### src/sv/cpor_pkg.sv
`timescale 1ns / 1ps

package cpor_pkg;

   localparam int COORD_W   = 24;
   localparam int RAD_W     = 16;
   localparam int WDIFF_W   = 25;                 // full-range centre difference
   localparam int DIFF_W    = 18;                 // difference once overlap is known
   localparam int MAG_W     = DIFF_W - 1;
   localparam int SUM_W     = RAD_W + 1;
   localparam int SQ_W      = 2 * WDIFF_W;
   localparam int D2_W      = 2 * SUM_W;          // d2 < sum^2 whenever it matters
   localparam int ROOT_W    = D2_W / 2;
   localparam int SQ_STEPS  = ROOT_W;
   localparam int SQ_REM_W  = ROOT_W + 2;
   localparam int DEPTH_W   = SUM_W + 2;          // 3 * (sum - dist)
   localparam int PROD_W    = MAG_W + RAD_W;
   localparam int DEN0_W    = 2 * SUM_W;
   localparam int DEN_W     = DEN0_W + 3;
   localparam int NUM_W     = PROD_W + DEPTH_W;
   localparam int QUOT_W    = 17;                 // |move| < 3/4 of the radius sum
   localparam int MOVE_W    = QUOT_W + 2;
   localparam int WIDE_W    = COORD_W + 2;

   typedef struct packed {
      logic signed [COORD_W-1:0] first_x;
      logic signed [COORD_W-1:0] first_y;
      logic        [RAD_W-1:0]   first_radius;
      logic signed [COORD_W-1:0] second_x;
      logic signed [COORD_W-1:0] second_y;
      logic        [RAD_W-1:0]   second_radius;
   } req_type;

   typedef struct packed {
      logic signed [COORD_W-1:0] new_first_x;
      logic signed [COORD_W-1:0] new_first_y;
      logic signed [COORD_W-1:0] new_second_x;
      logic signed [COORD_W-1:0] new_second_y;
      logic                      overlapped;
   } rsp_type;

   // classified pair handed from the front end to the back end
   typedef struct packed {
      logic signed [COORD_W-1:0] ax;
      logic signed [COORD_W-1:0] ay;
      logic signed [COORD_W-1:0] bx;
      logic signed [COORD_W-1:0] by;
      logic        [RAD_W-1:0]   ar;
      logic        [RAD_W-1:0]   br;
      logic signed [DIFF_W-1:0]  dx;
      logic signed [DIFF_W-1:0]  dy;
      logic        [SUM_W-1:0]   sum;
      logic        [D2_W-1:0]    d2;
      logic                      hit;
   } entry_type;

   typedef struct packed {
      logic signed [COORD_W-1:0] ax;
      logic signed [COORD_W-1:0] ay;
      logic signed [COORD_W-1:0] bx;
      logic signed [COORD_W-1:0] by;
      logic                      hit;
      logic                      moved;
      logic                      sx;
      logic                      sy;
   } side_type;

   // floored signed move from an unsigned quotient and remainder flag
   function automatic logic signed [MOVE_W-1:0] move_of(
      input logic [QUOT_W-1:0] q,
      input logic              nz,
      input logic              neg
   );
      logic [MOVE_W-1:0] mag;
      logic [MOVE_W-1:0] base;
      base = {2'b00, q};
      mag  = neg ? (base + {{(MOVE_W-1){1'b0}}, nz}) : base;
      return neg ? $signed(-mag) : $signed(mag);
   endfunction

   function automatic logic signed [COORD_W-1:0] sat24(input logic signed [WIDE_W-1:0] v);
      logic signed [WIDE_W-1:0] hi;
      logic signed [WIDE_W-1:0] lo;
      hi = WIDE_W'(signed'({1'b0, {(COORD_W-1){1'b1}}}));
      lo = -hi - WIDE_W'(1);
      if (v > hi) begin
         return hi[COORD_W-1:0];
      end else if (v < lo) begin
         return lo[COORD_W-1:0];
      end
      return v[COORD_W-1:0];
   endfunction

endpackage

### src/sv/cpor_queue.sv
`timescale 1ns / 1ps

module cpor_queue #(
   parameter int DEPTH = 4
) (
   input  logic                clock,
   input  logic                reset,
   input  logic                push,
   input  cpor_pkg::entry_type push_data,
   input  logic                pop,
   output cpor_pkg::entry_type head,
   output logic                full,
   output logic                empty
);
   import cpor_pkg::*;

   localparam int PTR_W = (DEPTH > 1) ? $clog2(DEPTH) : 1;
   localparam int CNT_W = $clog2(DEPTH + 1);
   localparam logic [PTR_W-1:0] LAST = PTR_W'(DEPTH - 1);

   entry_type        mem_ff [DEPTH];
   logic [PTR_W-1:0] wr_ptr_ff, rd_ptr_ff;
   logic [CNT_W-1:0] count_ff;
   logic             do_push, do_pop;

   assign full    = count_ff == CNT_W'(DEPTH);
   assign empty   = count_ff == '0;
   assign do_push = push && !full;
   assign do_pop  = pop && !empty;
   assign head    = mem_ff[rd_ptr_ff];

   always_ff @(posedge clock) begin
      if (do_push) begin
         mem_ff[wr_ptr_ff] <= push_data;
      end
   end

   always_ff @(posedge clock) begin
      if (reset) begin
         wr_ptr_ff <= '0;
         rd_ptr_ff <= '0;
         count_ff  <= '0;
      end else begin
         if (do_push) begin
            wr_ptr_ff <= (wr_ptr_ff == LAST) ? '0 : wr_ptr_ff + PTR_W'(1);
         end
         if (do_pop) begin
            rd_ptr_ff <= (rd_ptr_ff == LAST) ? '0 : rd_ptr_ff + PTR_W'(1);
         end
         if (do_push && !do_pop) begin
            count_ff <= count_ff + CNT_W'(1);
         end else if (do_pop && !do_push) begin
            count_ff <= count_ff - CNT_W'(1);
         end
      end
   end

endmodule

### config.mk
export PLATFORM = sky130hd
export DESIGN_NAME = cpor_queue
export DESIGN_NICKNAME = d
export VERILOG_FILES = /design/src/sv/cpor_pkg.sv /design/src/sv/cpor_queue.sv
export SDC_FILE = /design/constraint.sdc
export NUM_CORES = 1
export LEC_CHECK = 0
export BUFFER_PORTS_ARGS = -buffer_cell sky130_fd_sc_hd__buf_4
export CELL_PAD_IN_SITES_DETAIL_PLACEMENT = 2
export CELL_PAD_IN_SITES_GLOBAL_PLACEMENT = 2
export CORE_ASPECT_RATIO = 0.6
export CORE_MARGIN = 3
export CORE_UTILIZATION = 47
export CTS_BUF_LIST = sky130_fd_sc_hd__clkbuf_8
export CTS_CLUSTER_SIZE = 30
export DETAILED_ROUTE_END_ITERATION = 10
export PLACE_DENSITY_LB_ADDON = 0.1
export SLEW_MARGIN = 40
export SYNTH_ARGS = -nofsm -noshare
export SYNTH_HDL_FRONTEND = slang
export SYNTH_SLANG_ARGS = --single-unit
export TNS_END_PERCENT = 100
### constraint.sdc
create_clock -name clock -period 22.5 [get_ports clock]
set_clock_uncertainty 0.15 [all_clocks]
set_input_delay 4.5 -clock clock [delete_from_list [all_inputs] [get_ports clock]]
set_output_delay 4.5 -clock clock [all_outputs]
set_load 0.02 [all_outputs]
==> run metrics, run 1 <==
status=aborted with a tool error; Stop stage=3_5_place_dp; stop err=[ERROR DPL-0033] detailed placement checks failed during check placement.; die span in y=between 200 and 250 microns; HPWL after DPL=between 50000 and 60000 microns; synthesized cell area=roughly 32000 sq um; Netlist cell types=24; Syn Area/Cell=26.8 sq um; Site Rows=72; num ports=438; net count after synthesis=1405; Ys Warns=0; chip width=341 microns; Yosys reg bits=about 870; Final Wtd Congestion=0.761; Port Buffers=~440; sequential area share after synthesis=0.826; post-synthesis instance total=about 1200; Initial Util=0.483
cell usage after synthesis (all sizes together):
library cell | instances | area (sq um)
edfxtp | 864 | 25900
mux4 | 216 | 4860
buf | 42 | 315
dfxtp | 9 | 180
clkbuf | 8 | 30.0
ha | 6 | 75.1
inv | 5 | 18.8
and3 | 4 | 25.0
nor2 | 4 | 15.0
a21oi | 3 | 15.0
mux2i | 2 | 20.0
nand3 | 2 | 10.0
nor3 | 2 | 10.0
o21ai | 2 | 10.0
o31ai | 2 | 20.0
or3 | 2 | 12.5
xor2 | 2 | 17.5
fa | 1 | 20.0
nand2 | 1 | 3.75
or3b | 1 | 8.76
kinds of logic after synthesis:
group,after synthesis,share of synthesized area
compound gates,7,0.00142
xor+xnor,2,0.000554
fa+ha+maj,7,0.00301
buf+inv,55,0.0115
flops,873,0.826
mux,218,0.154
simple gates,16,0.00269
metrics by stage:
| step | worst slack (ns) | std cells | hold slack, ns |
|---|---|---|---|
| after floorplan | 12.27 | 1178 | 0.313 |
| after global placement | 14.75 | 2469 | 0.319 |
==> run 2, diff against run 1 <==
Settings changed: CELL_PAD_IN_SITES_DETAIL_PLACEMENT 2 to unset, CELL_PAD_IN_SITES_GLOBAL_PLACEMENT 2 to unset, CORE_ASPECT_RATIO 0.6 to unset, CORE_UTILIZATION 47 to 32, CTS_BUF_LIST sky130_fd_sc_hd__clkbuf_8 to unset, CTS_CLUSTER_SIZE 30 to unset, PLACE_DENSITY_LB_ADDON 0.1 to 0.15.
==> run metrics, run 2 <==
Vias/cell=about 4.6; Worst-path clk slew=roughly 0.050 ns; Site Rows=114 (was 72); most frequent cells in the layout=864 x edfxtp_1, 440 x buf_4, 216 x mux4_2; cts hold-fix bufs=0; Post-Synth XOR/XNOR Area=0.000554 (unchanged); DRC viols=0; total track usage=0.133; Post-Synth Adder-Cell Area=0.00301 (unchanged); core footprint=97300 sq um; Area growth, synth to finish=25.3%; Ys Warns=0 (unchanged); sequential area share after synthesis=0.826 (unchanged); status=completed (was aborted with a tool error); Netlist cell types=24 (unchanged); synthesized cell area=31600 sq um (unchanged); CP required=17.85 ns; most frequent cells after synthesis=864 x edfxtp_1, 216 x mux4_2, 24 x buf_2, 17 x buf_6, 9 x dfxtp_1 (unchanged); grt ovf=0; first-pass GRT wire length=about 100000 microns; Final WS setup=between 10 and 15 ns; Largest regs=mem_ff x864, count_ff x3; max FFs per register=~860; cell with the most instances after synthesis=edfxtp_1 (unchanged); Reg with most FFs=mem_ff; Async SR Flop Fraction=0 (unchanged); cell count after placement=2867; Syn Area/Cell=26.8 sq um (unchanged); Max-cap violations=0; Synth area leaders=edfxtp_1 82%, mux4_2 15%, buf_6 0.61% (unchanged); vias in the first global route=15508; Yosys reg bits=873 (unchanged); count of final setup violators=0; area leader, netlist=edfxtp_1 (unchanged); post-synthesis instance total=1178 (unchanged); post-route insts no fill=just over 3000; top layer in use=met5; Post-Route M1 WL=approximately 28000 microns; First-pass DRT Iterations=4; max incr delay on CP=a little over 0.8 ns; Final Cycle Share=0.392; Detail Route Antenna Nets=0; post-cts sizing count=0; Routed WL=68800 microns; CTS tree=yes; Setup TNS=0 ns; mux cell area share after synthesis=0.154 (unchanged); RSZ-0062 raised after global routing=false; critical setup path kind=register to output pin; Post-CTS Setup Inserts=0; Skew-Pair Late Insertion Delay=roughly 0.65 ns; metal3 WL=6070 microns; max_slew headroom=0.478; WL per Instance=about 23 microns; Final min period=just under 9 ns; Clock Path Buffers=3; Post-Synth Simple-Gate Area=0.00269 (unchanged); Num CTS Buffers=94; largest family of logic cells by synthesized area=multiplexers (unchanged); power per cell area=around 120 nW/um^2; commonest non-fill, non-tap cell in the layout=edfxtp_1; Synth Area in Compound Gates=0.00142 (unchanged); die span in y=320 microns (was 207 microns); routed vias=14087; pre-CTS setup slack=between 10 and 15 ns; initial antenna violation count=11; WL met2=between 30000 and 40000 microns; HPWL after DPL=42100 microns (was 55500 microns); share of the synthesized area in the top cell type=0.821 (unchanged); fmax=between 0.1 and 0.15 GHz; CP max FO=41; Slowest-stage cell, CP=dfxtp_4; Port Buffers=437 (unchanged); Filler Cell Count=8626; H-tree depth=3; clock sink count=roughly 870; pin count of the biggest net entering global routing=60; EDFF count, synth=864 (unchanged); Final Wtd Congestion=0.693 (was 0.761); Crit. End Element=output pin; Initial Util=0.325 (was 0.483); Final Hold Viols=0; Starting DRT DRC Count=just under 800; sequence of cells on the critical path=buf_6 -> buf_6 -> buf_4 -> mux4_2 -> buf_4; num ports=438 (unchanged); predominant post-synthesis flop cell=edfxtp_1 (unchanged); net count after synthesis=1405 (unchanged); fin nets=1915; Worst-Margin Slew=around 0.78 ns; chip width=320 microns (was 341 microns); crit start category=register; Max Slew Vio Count=0; DIE AREA=between 100000 and 150000 sq um; Worst VDD drop=0.0630 mV; share of cells above drive strength 1=0.463; crit path DAT=about 4.2 ns; root buffer cell=clkbuf_16; Power Total=between 4 and 5 mW; Leak=around 13 nW; Hold/Removal Path Class=register to register
run 2: cell counts after synthesis:
Identical to the previous run, type by type.
run 2: final timing paths:
path                      from        endpoint  slack [ns]  cells past startpoint
setup / recovery      register        head[61]       13.67                      5
hold / removal    rd_ptr_ff[0]        register        0.33                      2
setup reg to reg   count_ff[0]  mem_ff[0][162]       19.39                      5
hold reg to reg   rd_ptr_ff[0]        register        0.33                      2
run 2: power by group:
part	internal (mW)	total, mW	leakage [nW]	switching, mW
Sequential	1.97	2.02	7.99	0.0503
Clock	0.921	1.52	1.48	0.600
Combinational	0.488	1.09	3.56	0.601
Total	3.38	4.63	13.0	1.25
run 2: cell families after synthesis:
logic type / Yosys count
AOI/OAI and AO/OA: 7
xor gates and xnor gates: 2
adders and majority gates: 7
buffers and inverters: 55
DFF: 873
muxes: 218
and+or+nand+nor: 16
run 2: metrics by stage:
step                utilization  instance area [sq um]  hold WS, ns
global placement          0.374                  36300        0.313
floorplan                     -                  31600        0.313
finish                    0.407                  39600        0.332
detailed placement        0.375                  36500        0.326
global route              0.407                  39600        0.359
CTS                       0.407                  39600        0.334
run 2: cell type report:
| class | instances | area, sq um | area share |
|---|---|---|---|
| Antenna cell | 5 | 12.5 | 0.000316 |
| Clock buffer | 115 | 2450 | 0.0619 |
| Clock inverter | 53 | 609 | 0.0154 |
| Inverter | 5 | 18.8 | 0.000474 |
| Multi-Input combinational cell | 250 | 5150 | 0.130 |
| Sequential cell | 873 | 26100 | 0.660 |
| Tap cell | 1276 | 1600 | 0.0403 |
| Timing Repair Buffer | 464 | 3630 | 0.0917 |
run 2: critical path, delay by kind of cell, from the launching register on:
kind / cells / cell delay [ns]
buf+inv: 4 / 1.97
flops: 1 / 0.81
mux: 1 / 0.61
run 2: routing by layer:
layer,track usage,vias to the layer above
met2,0.217,384
met1,0.163,7420
met5,0,-
met3,0.0575,105
li1,-,6170
met4,0.0355,8
(Power assumes the default switching activity.)
