$ cat src/sv/cpor_pkg.sv
`timescale 1ns / 1ps

package cpor_pkg;

   localparam int COORD_W   = 24;
   localparam int RAD_W     = 16;
   localparam int WDIFF_W   = 25;                 // full-range centre difference
   localparam int DIFF_W    = 18;                 // difference once overlap is known
   localparam int MAG_W     = DIFF_W - 1;
   localparam int SUM_W     = RAD_W + 1;
   localparam int SQ_W      = 2 * WDIFF_W;
   localparam int D2_W      = 2 * SUM_W;          // d2 < sum^2 whenever it matters
   localparam int ROOT_W    = D2_W / 2;
   localparam int SQ_STEPS  = ROOT_W;
   localparam int SQ_REM_W  = ROOT_W + 2;
   localparam int DEPTH_W   = SUM_W + 2;          // 3 * (sum - dist)
   localparam int PROD_W    = MAG_W + RAD_W;
   localparam int DEN0_W    = 2 * SUM_W;
   localparam int DEN_W     = DEN0_W + 3;
   localparam int NUM_W     = PROD_W + DEPTH_W;
   localparam int QUOT_W    = 17;                 // |move| < 3/4 of the radius sum
   localparam int MOVE_W    = QUOT_W + 2;
   localparam int WIDE_W    = COORD_W + 2;

   typedef struct packed {
      logic signed [COORD_W-1:0] first_x;
      logic signed [COORD_W-1:0] first_y;
      logic        [RAD_W-1:0]   first_radius;
      logic signed [COORD_W-1:0] second_x;
      logic signed [COORD_W-1:0] second_y;
      logic        [RAD_W-1:0]   second_radius;
   } req_type;

   typedef struct packed {
      logic signed [COORD_W-1:0] new_first_x;
      logic signed [COORD_W-1:0] new_first_y;
      logic signed [COORD_W-1:0] new_second_x;
      logic signed [COORD_W-1:0] new_second_y;
      logic                      overlapped;
   } rsp_type;

   // classified pair handed from the front end to the back end
   typedef struct packed {
      logic signed [COORD_W-1:0] ax;
      logic signed [COORD_W-1:0] ay;
      logic signed [COORD_W-1:0] bx;
      logic signed [COORD_W-1:0] by;
      logic        [RAD_W-1:0]   ar;
      logic        [RAD_W-1:0]   br;
      logic signed [DIFF_W-1:0]  dx;
      logic signed [DIFF_W-1:0]  dy;
      logic        [SUM_W-1:0]   sum;
      logic        [D2_W-1:0]    d2;
      logic                      hit;
   } entry_type;

   typedef struct packed {
      logic signed [COORD_W-1:0] ax;
      logic signed [COORD_W-1:0] ay;
      logic signed [COORD_W-1:0] bx;
      logic signed [COORD_W-1:0] by;
      logic                      hit;
      logic                      moved;
      logic                      sx;
      logic                      sy;
   } side_type;

   // floored signed move from an unsigned quotient and remainder flag
   function automatic logic signed [MOVE_W-1:0] move_of(
      input logic [QUOT_W-1:0] q,
      input logic              nz,
      input logic              neg
   );
      logic [MOVE_W-1:0] mag;
      logic [MOVE_W-1:0] base;
      base = {2'b00, q};
      mag  = neg ? (base + {{(MOVE_W-1){1'b0}}, nz}) : base;
      return neg ? $signed(-mag) : $signed(mag);
   endfunction

   function automatic logic signed [COORD_W-1:0] sat24(input logic signed [WIDE_W-1:0] v);
      logic signed [WIDE_W-1:0] hi;
      logic signed [WIDE_W-1:0] lo;
      hi = WIDE_W'(signed'({1'b0, {(COORD_W-1){1'b1}}}));
      lo = -hi - WIDE_W'(1);
      if (v > hi) begin
         return hi[COORD_W-1:0];
      end else if (v < lo) begin
         return lo[COORD_W-1:0];
      end
      return v[COORD_W-1:0];
   endfunction

endpackage

$ cat src/sv/cpor_front.sv
`timescale 1ns / 1ps

module cpor_front (
   input  logic                clock,
   input  logic                reset,
   input  logic                req_valid,
   output logic                req_ready,
   input  cpor_pkg::req_type   req_data,
   output logic                push,
   output cpor_pkg::entry_type push_data,
   input  logic                q_full
);
   import cpor_pkg::*;

   logic                      en;
   logic                      f1_valid_ff, f2_valid_ff, f3_valid_ff;
   req_type                   f1_req_ff, f2_req_ff;
   logic signed [WDIFF_W-1:0] f1_dx_ff, f1_dy_ff, f2_dx_ff, f2_dy_ff;
   logic signed [WDIFF_W-1:0] dx_in, dy_in;
   logic [SUM_W-1:0]          f1_sum_ff, f2_sum_ff;
   logic signed [SQ_W-1:0]    dx_ext, dy_ext;
   logic [SQ_W-1:0]           f2_sqx_ff, f2_sqy_ff, sqx_in, sqy_in;
   logic [D2_W-1:0]           sum_ext, f2_sum2_ff, sum2_in;
   logic [SQ_W:0]             d2_in;
   entry_type                 f3_ff, f3_in;

   assign en        = !f3_valid_ff || !q_full;
   assign req_ready = en;
   assign push      = f3_valid_ff && !q_full;
   assign push_data = f3_ff;

   // stage 1: differences and radius sum
   assign dx_in = WDIFF_W'(req_data.first_x) - WDIFF_W'(req_data.second_x);
   assign dy_in = WDIFF_W'(req_data.first_y) - WDIFF_W'(req_data.second_y);

   // stage 2: squares
   assign dx_ext  = SQ_W'(f1_dx_ff);
   assign dy_ext  = SQ_W'(f1_dy_ff);
   assign sqx_in  = dx_ext * dx_ext;
   assign sqy_in  = dy_ext * dy_ext;
   assign sum_ext = D2_W'(f1_sum_ff);
   assign sum2_in = sum_ext * sum_ext;

   // stage 3: distance compare
   always_comb begin
      d2_in        = {1'b0, f2_sqx_ff} + {1'b0, f2_sqy_ff};
      f3_in.ax     = f2_req_ff.first_x;
      f3_in.ay     = f2_req_ff.first_y;
      f3_in.bx     = f2_req_ff.second_x;
      f3_in.by     = f2_req_ff.second_y;
      f3_in.ar     = f2_req_ff.first_radius;
      f3_in.br     = f2_req_ff.second_radius;
      f3_in.dx     = f2_dx_ff[DIFF_W-1:0];
      f3_in.dy     = f2_dy_ff[DIFF_W-1:0];
      f3_in.sum    = f2_sum_ff;
      f3_in.d2     = d2_in[D2_W-1:0];
      f3_in.hit    = d2_in < (SQ_W+1)'(f2_sum2_ff);
   end

   always_ff @(posedge clock) begin
      if (reset) begin
         f1_valid_ff <= 1'b0;
         f2_valid_ff <= 1'b0;
         f3_valid_ff <= 1'b0;
      end else if (en) begin
         f1_valid_ff <= req_valid;
         f2_valid_ff <= f1_valid_ff;
         f3_valid_ff <= f2_valid_ff;
      end
   end

   always_ff @(posedge clock) begin
      if (en) begin
         f1_req_ff  <= req_data;
         f1_dx_ff   <= dx_in;
         f1_dy_ff   <= dy_in;
         f1_sum_ff  <= SUM_W'(req_data.first_radius) + SUM_W'(req_data.second_radius);
         f2_req_ff  <= f1_req_ff;
         f2_dx_ff   <= f1_dx_ff;
         f2_dy_ff   <= f1_dy_ff;
         f2_sum_ff  <= f1_sum_ff;
         f2_sqx_ff  <= sqx_in;
         f2_sqy_ff  <= sqy_in;
         f2_sum2_ff <= sum2_in;
         f3_ff      <= f3_in;
      end
   end

endmodule

$ cat config.mk
export PLATFORM = sky130hd
export DESIGN_NAME = cpor_front
export DESIGN_NICKNAME = d
export VERILOG_FILES = /design/src/sv/cpor_pkg.sv /design/src/sv/cpor_front.sv
export SDC_FILE = /design/constraint.sdc
export NUM_CORES = 2
export LEC_CHECK = 0
export BUFFER_PORTS_ARGS = -buffer_cell sky130_fd_sc_hd__buf_2
export CAP_MARGIN = 10
export CORE_ASPECT_RATIO = 1.75
export CORE_MARGIN = 1.5
export CORE_UTILIZATION = 60
export CTS_CLUSTER_DIAMETER = 150
export CTS_CLUSTER_SIZE = 12
export DETAILED_ROUTE_END_ITERATION = 16
export GPL_TIMING_DRIVEN = 0
export PLACE_DENSITY = 0.86
export SETUP_SLACK_MARGIN = 0.5
export SLEW_MARGIN = 10
export SYNTH_ARGS = -nofsm -noshare
export SYNTH_HDL_FRONTEND = slang
export SYNTH_SLANG_ARGS = --single-unit
$ cat constraint.sdc
create_clock -name clock -period 21.2 [get_ports clock]
set_input_delay 1.06 -clock clock [delete_from_list [all_inputs] [get_ports clock]]
set_output_delay 1.06 -clock clock [all_outputs]
set_load 0.02 [all_outputs]
==> metrics.md <==
| Metric | Value |
|---|---|
| Status | completed |
| Vias/cell | 5.71 |
| Max-slew headroom | 0.302 |
| Clock tree sinks | 723 |
| Worst Hold Depth | 0 |
| Final ANT Viol Nets | 0 |
| Fin cells | 8924 |
| WHS Endpoint | push_data[99] |
| Vert. Die Dim | 476 um |
| Max cap viols | 0 |
| Async set-reset flop share out of synthesis | 0 |
| Post-synth top flop | edfxtp_1 |
| Gr usage total | 0.332 |
| Die area | 0.130 mm2 |
| Max Freq | 0.105 GHz |
| Core area | 0.127 mm2 |
| Die X | 273 um |
| Buffers added on ports | 349 |
| Avg WL per Cell | 23.1 um |
| Postcts setup bufs | 0 |
| Post-Syn Area per Cell | 11.3 um2 |
| Tmin final | 9.52 ns |
| Post-CTS sizing | 0 |
| # H-tree levels | 3 |
| WP data required | 21.69 ns |
| Max FO, Critical Path | 10 |
| RSZ-0062 raised after global routing | false |
| I/O Pins | 350 |
| FILL cells | 9329 |
| Crit path DAT | 10.01 ns |
| RR Endpoint | f2_sqx_ff[48] |
| Reg2reg path depth | 26 |
| Hold crit path type | flop to flop |
| Vias after detailed routing | 51000 |
| Cts bufs inserted | 70 |
| Reg-to-Reg Start | f1_dx_ff[21] |
| Post-synth cell types | 83 |
| CP startpoint kind | flop |
| Dpl hpwl | 168 mm |
| Flops & latches, synth | 723 |
| Layout Nets | 9348 |
| # rows | 173 |
| Area growth syn-to-layout | 7.88% |
| Deepest clock path buffer count | 3 |
| Synth area leader | fa_1 |
| Area after DPL | 0.0809 mm2 |
| Initial Util | 0.604 |
| # DRC | 0 |
| FF/Latch Area | 0.0217 mm2 |
| Hold buffers post-CTS | 0 |
| Worst hold start | f2_req_ff[11] |
| Multi-input gate area | 0.0478 mm2 |
| Layout cell share with drive strength beyond 1 | 0.0665 |
| Synth area leaders | fa_1 37%, edfxtp_1 28%, ha_1 9.1%, inv_1 8.9%, nand2_1 2.6% |
| Pins over their slew limit | 0 |
| Reg clk slew, reported paths | 0.08 ns |
| Synth top area share | 0.368 |
| Design area | 0.0828 mm2 |
| EDFF count, synth | 720 |
| Largest net degree at the start of global routing | 72 |
| Path type of the worst setup path | flop to flop |
| Grt ovf | 0 |
| Initial antenna violation count | 8 |
| Inst Count DP | 8836 |
| Clock Latency Late Sink | 0.69 ns |
| Finish-stage setup viols | 0 |
| Critical Path End Type | flop |
| Synthesized Nets | 8915 |
| Measured slew at the worst slew-check pin | 1.05 ns |
| Tcrit/Tclk final | 0.449 |
| Clk root buf | clkbuf_16 |
| Final Hold Fails | 0 |
| Worst Skew | 0.0200 ns |
| Reg2Reg Setup Slack | 11.68 ns |
| Synth warnings | 0 |
| Commonest non-fill, non-tap cell in the layout | inv_1 |
| Cells after Synth | 6813 |
| Seq/Total Area, Yosys | 0.282 |
| First-pass GRT wire length | 319 mm |
| Vias in the first global route | 57900 |
| WL final | 206 mm |
| GPL Wtd Cong | 1.04 |
| Synthesized area | 0.0768 mm2 |
| Drt pass-1 iters | 10 |
| CTS tree | built |
| Most frequent cells in the layout | 1816 x inv_1, 1410 x fa_1, 720 x edfxtp_1 |
| Initial DRC count | 3589 |
-- area by class of cell --
cell class / instances / share of cell area
clock buffer: 80 / 0.0221
timing repair buffer: 361 / 0.0250
tap: 1662 / 0.0251
inverter: 1816 / 0.0823
sequential: 723 / 0.262
antenna: 3 / 0.0000906
buffer: 141 / 0.00641
multi-input combinational: 4133 / 0.577
clock inverter: 5 / 0.000695
-- state kept, by name (all words and copies together), names as in the netlist, 17 cells and up --
signal      flops
f2_sum_ff      17
push_data     216
f2_dy_ff       18
f1_dy_ff       25
f2_sum2_ff     32
f1_req_ff     128
f1_sum_ff      17
f2_sqx_ff      48
f2_dx_ff       18
f2_sqy_ff      48
f2_req_ff     128
f1_dx_ff       25
-- stage by stage --
stage / setup TNS [ns] / hold WS [ns] / util / setup WS (ns)
final: 0 / 0.399 / 0.652 / 11.68
after global routing: 0 / 0.405 / 0.652 / 11.43
after CTS: 0 / 0.398 / 0.652 / 11.92
after detailed placement: 0 / 0.405 / 0.637 / 11.96
after global placement: -1456.62 / 0.400 / 0.634 / -3.13
after floorplan: 0 / 0.400 / - / 3.44
-- worst max-delay path: stages (launching register included) --
cell	delay (ns)
edfxtp_1	0.74
clkbuf_1	0.58
clkbuf_1	0.60
nand2_1	0.17
fa_1	0.52
inv_1	0.07
fa_1	0.55
fa_1	0.60
inv_1	0.07
fa_1	0.51
inv_1	0.06
fa_1	0.53
fa_1	0.51
inv_1	0.05
fa_1	0.59
inv_1	0.07
ha_1	0.36
buf_2	0.20
nand3_1	0.14
nor4_1	0.41
nand3_1	0.15
o21ai_2	0.30
a311oi_1	0.20
nor3_1	0.52
a31oi_1	0.29
a31oi_1	0.27
xor2_1	0.26
-- cells by family after synthesis --
logic type	after synthesis	share of synthesized area
AOI/OAI and AO/OA	598	0.0509
xor gates and xnor gates	258	0.0294
adders and majority gates	1970	0.459
buffers and inverters	1957	0.0957
DFF	723	0.282
muxes	8	0.00109
and+or+nand+nor	1299	0.0816
-- cell usage after synthesis, types with 71 or more instances --
master    count
a21o_1       86
a21oi_1     193
and2_1      289
clkbuf_1    140
edfxtp_1    720
fa_1       1410
ha_1        560
inv_1      1816
nand2_1     534
nor2_1      198
nor2b_1      71
o21ai_0      96
xnor2_1     189
-- metal layers --
metal | track usage | routed length [um]
met5 | 0 | 68
met4 | 0.295 | 22500
met3 | 0.0711 | 15200
met2 | 0.578 | 107000
met1 | 0.328 | 61900
-- worst max path at each step --
| stage | start | endpoint | slack (ns) | depth (start not counted) |
|---|---|---|---|---|
| finish | f1_dx_ff[21] | f2_sqx_ff[48] | 11.68 | 26 |
| global route | f1_dy_ff[1] | f2_sqy_ff[49] | 11.43 | 27 |
| CTS | f1_dx_ff[21] | f2_sqx_ff[48] | 11.92 | 26 |
| detailed placement | f1_dx_ff[21] | f2_sqx_ff[48] | 11.96 | 26 |
| global placement | q_full | req_ready | -3.13 | 3 |
| floorplan | q_full | f1_dx_ff[0] | 3.44 | 1 |
Power is not shown: default switching activity piles up to over one toggle a cycle in this logic, so the estimate is an artifact.
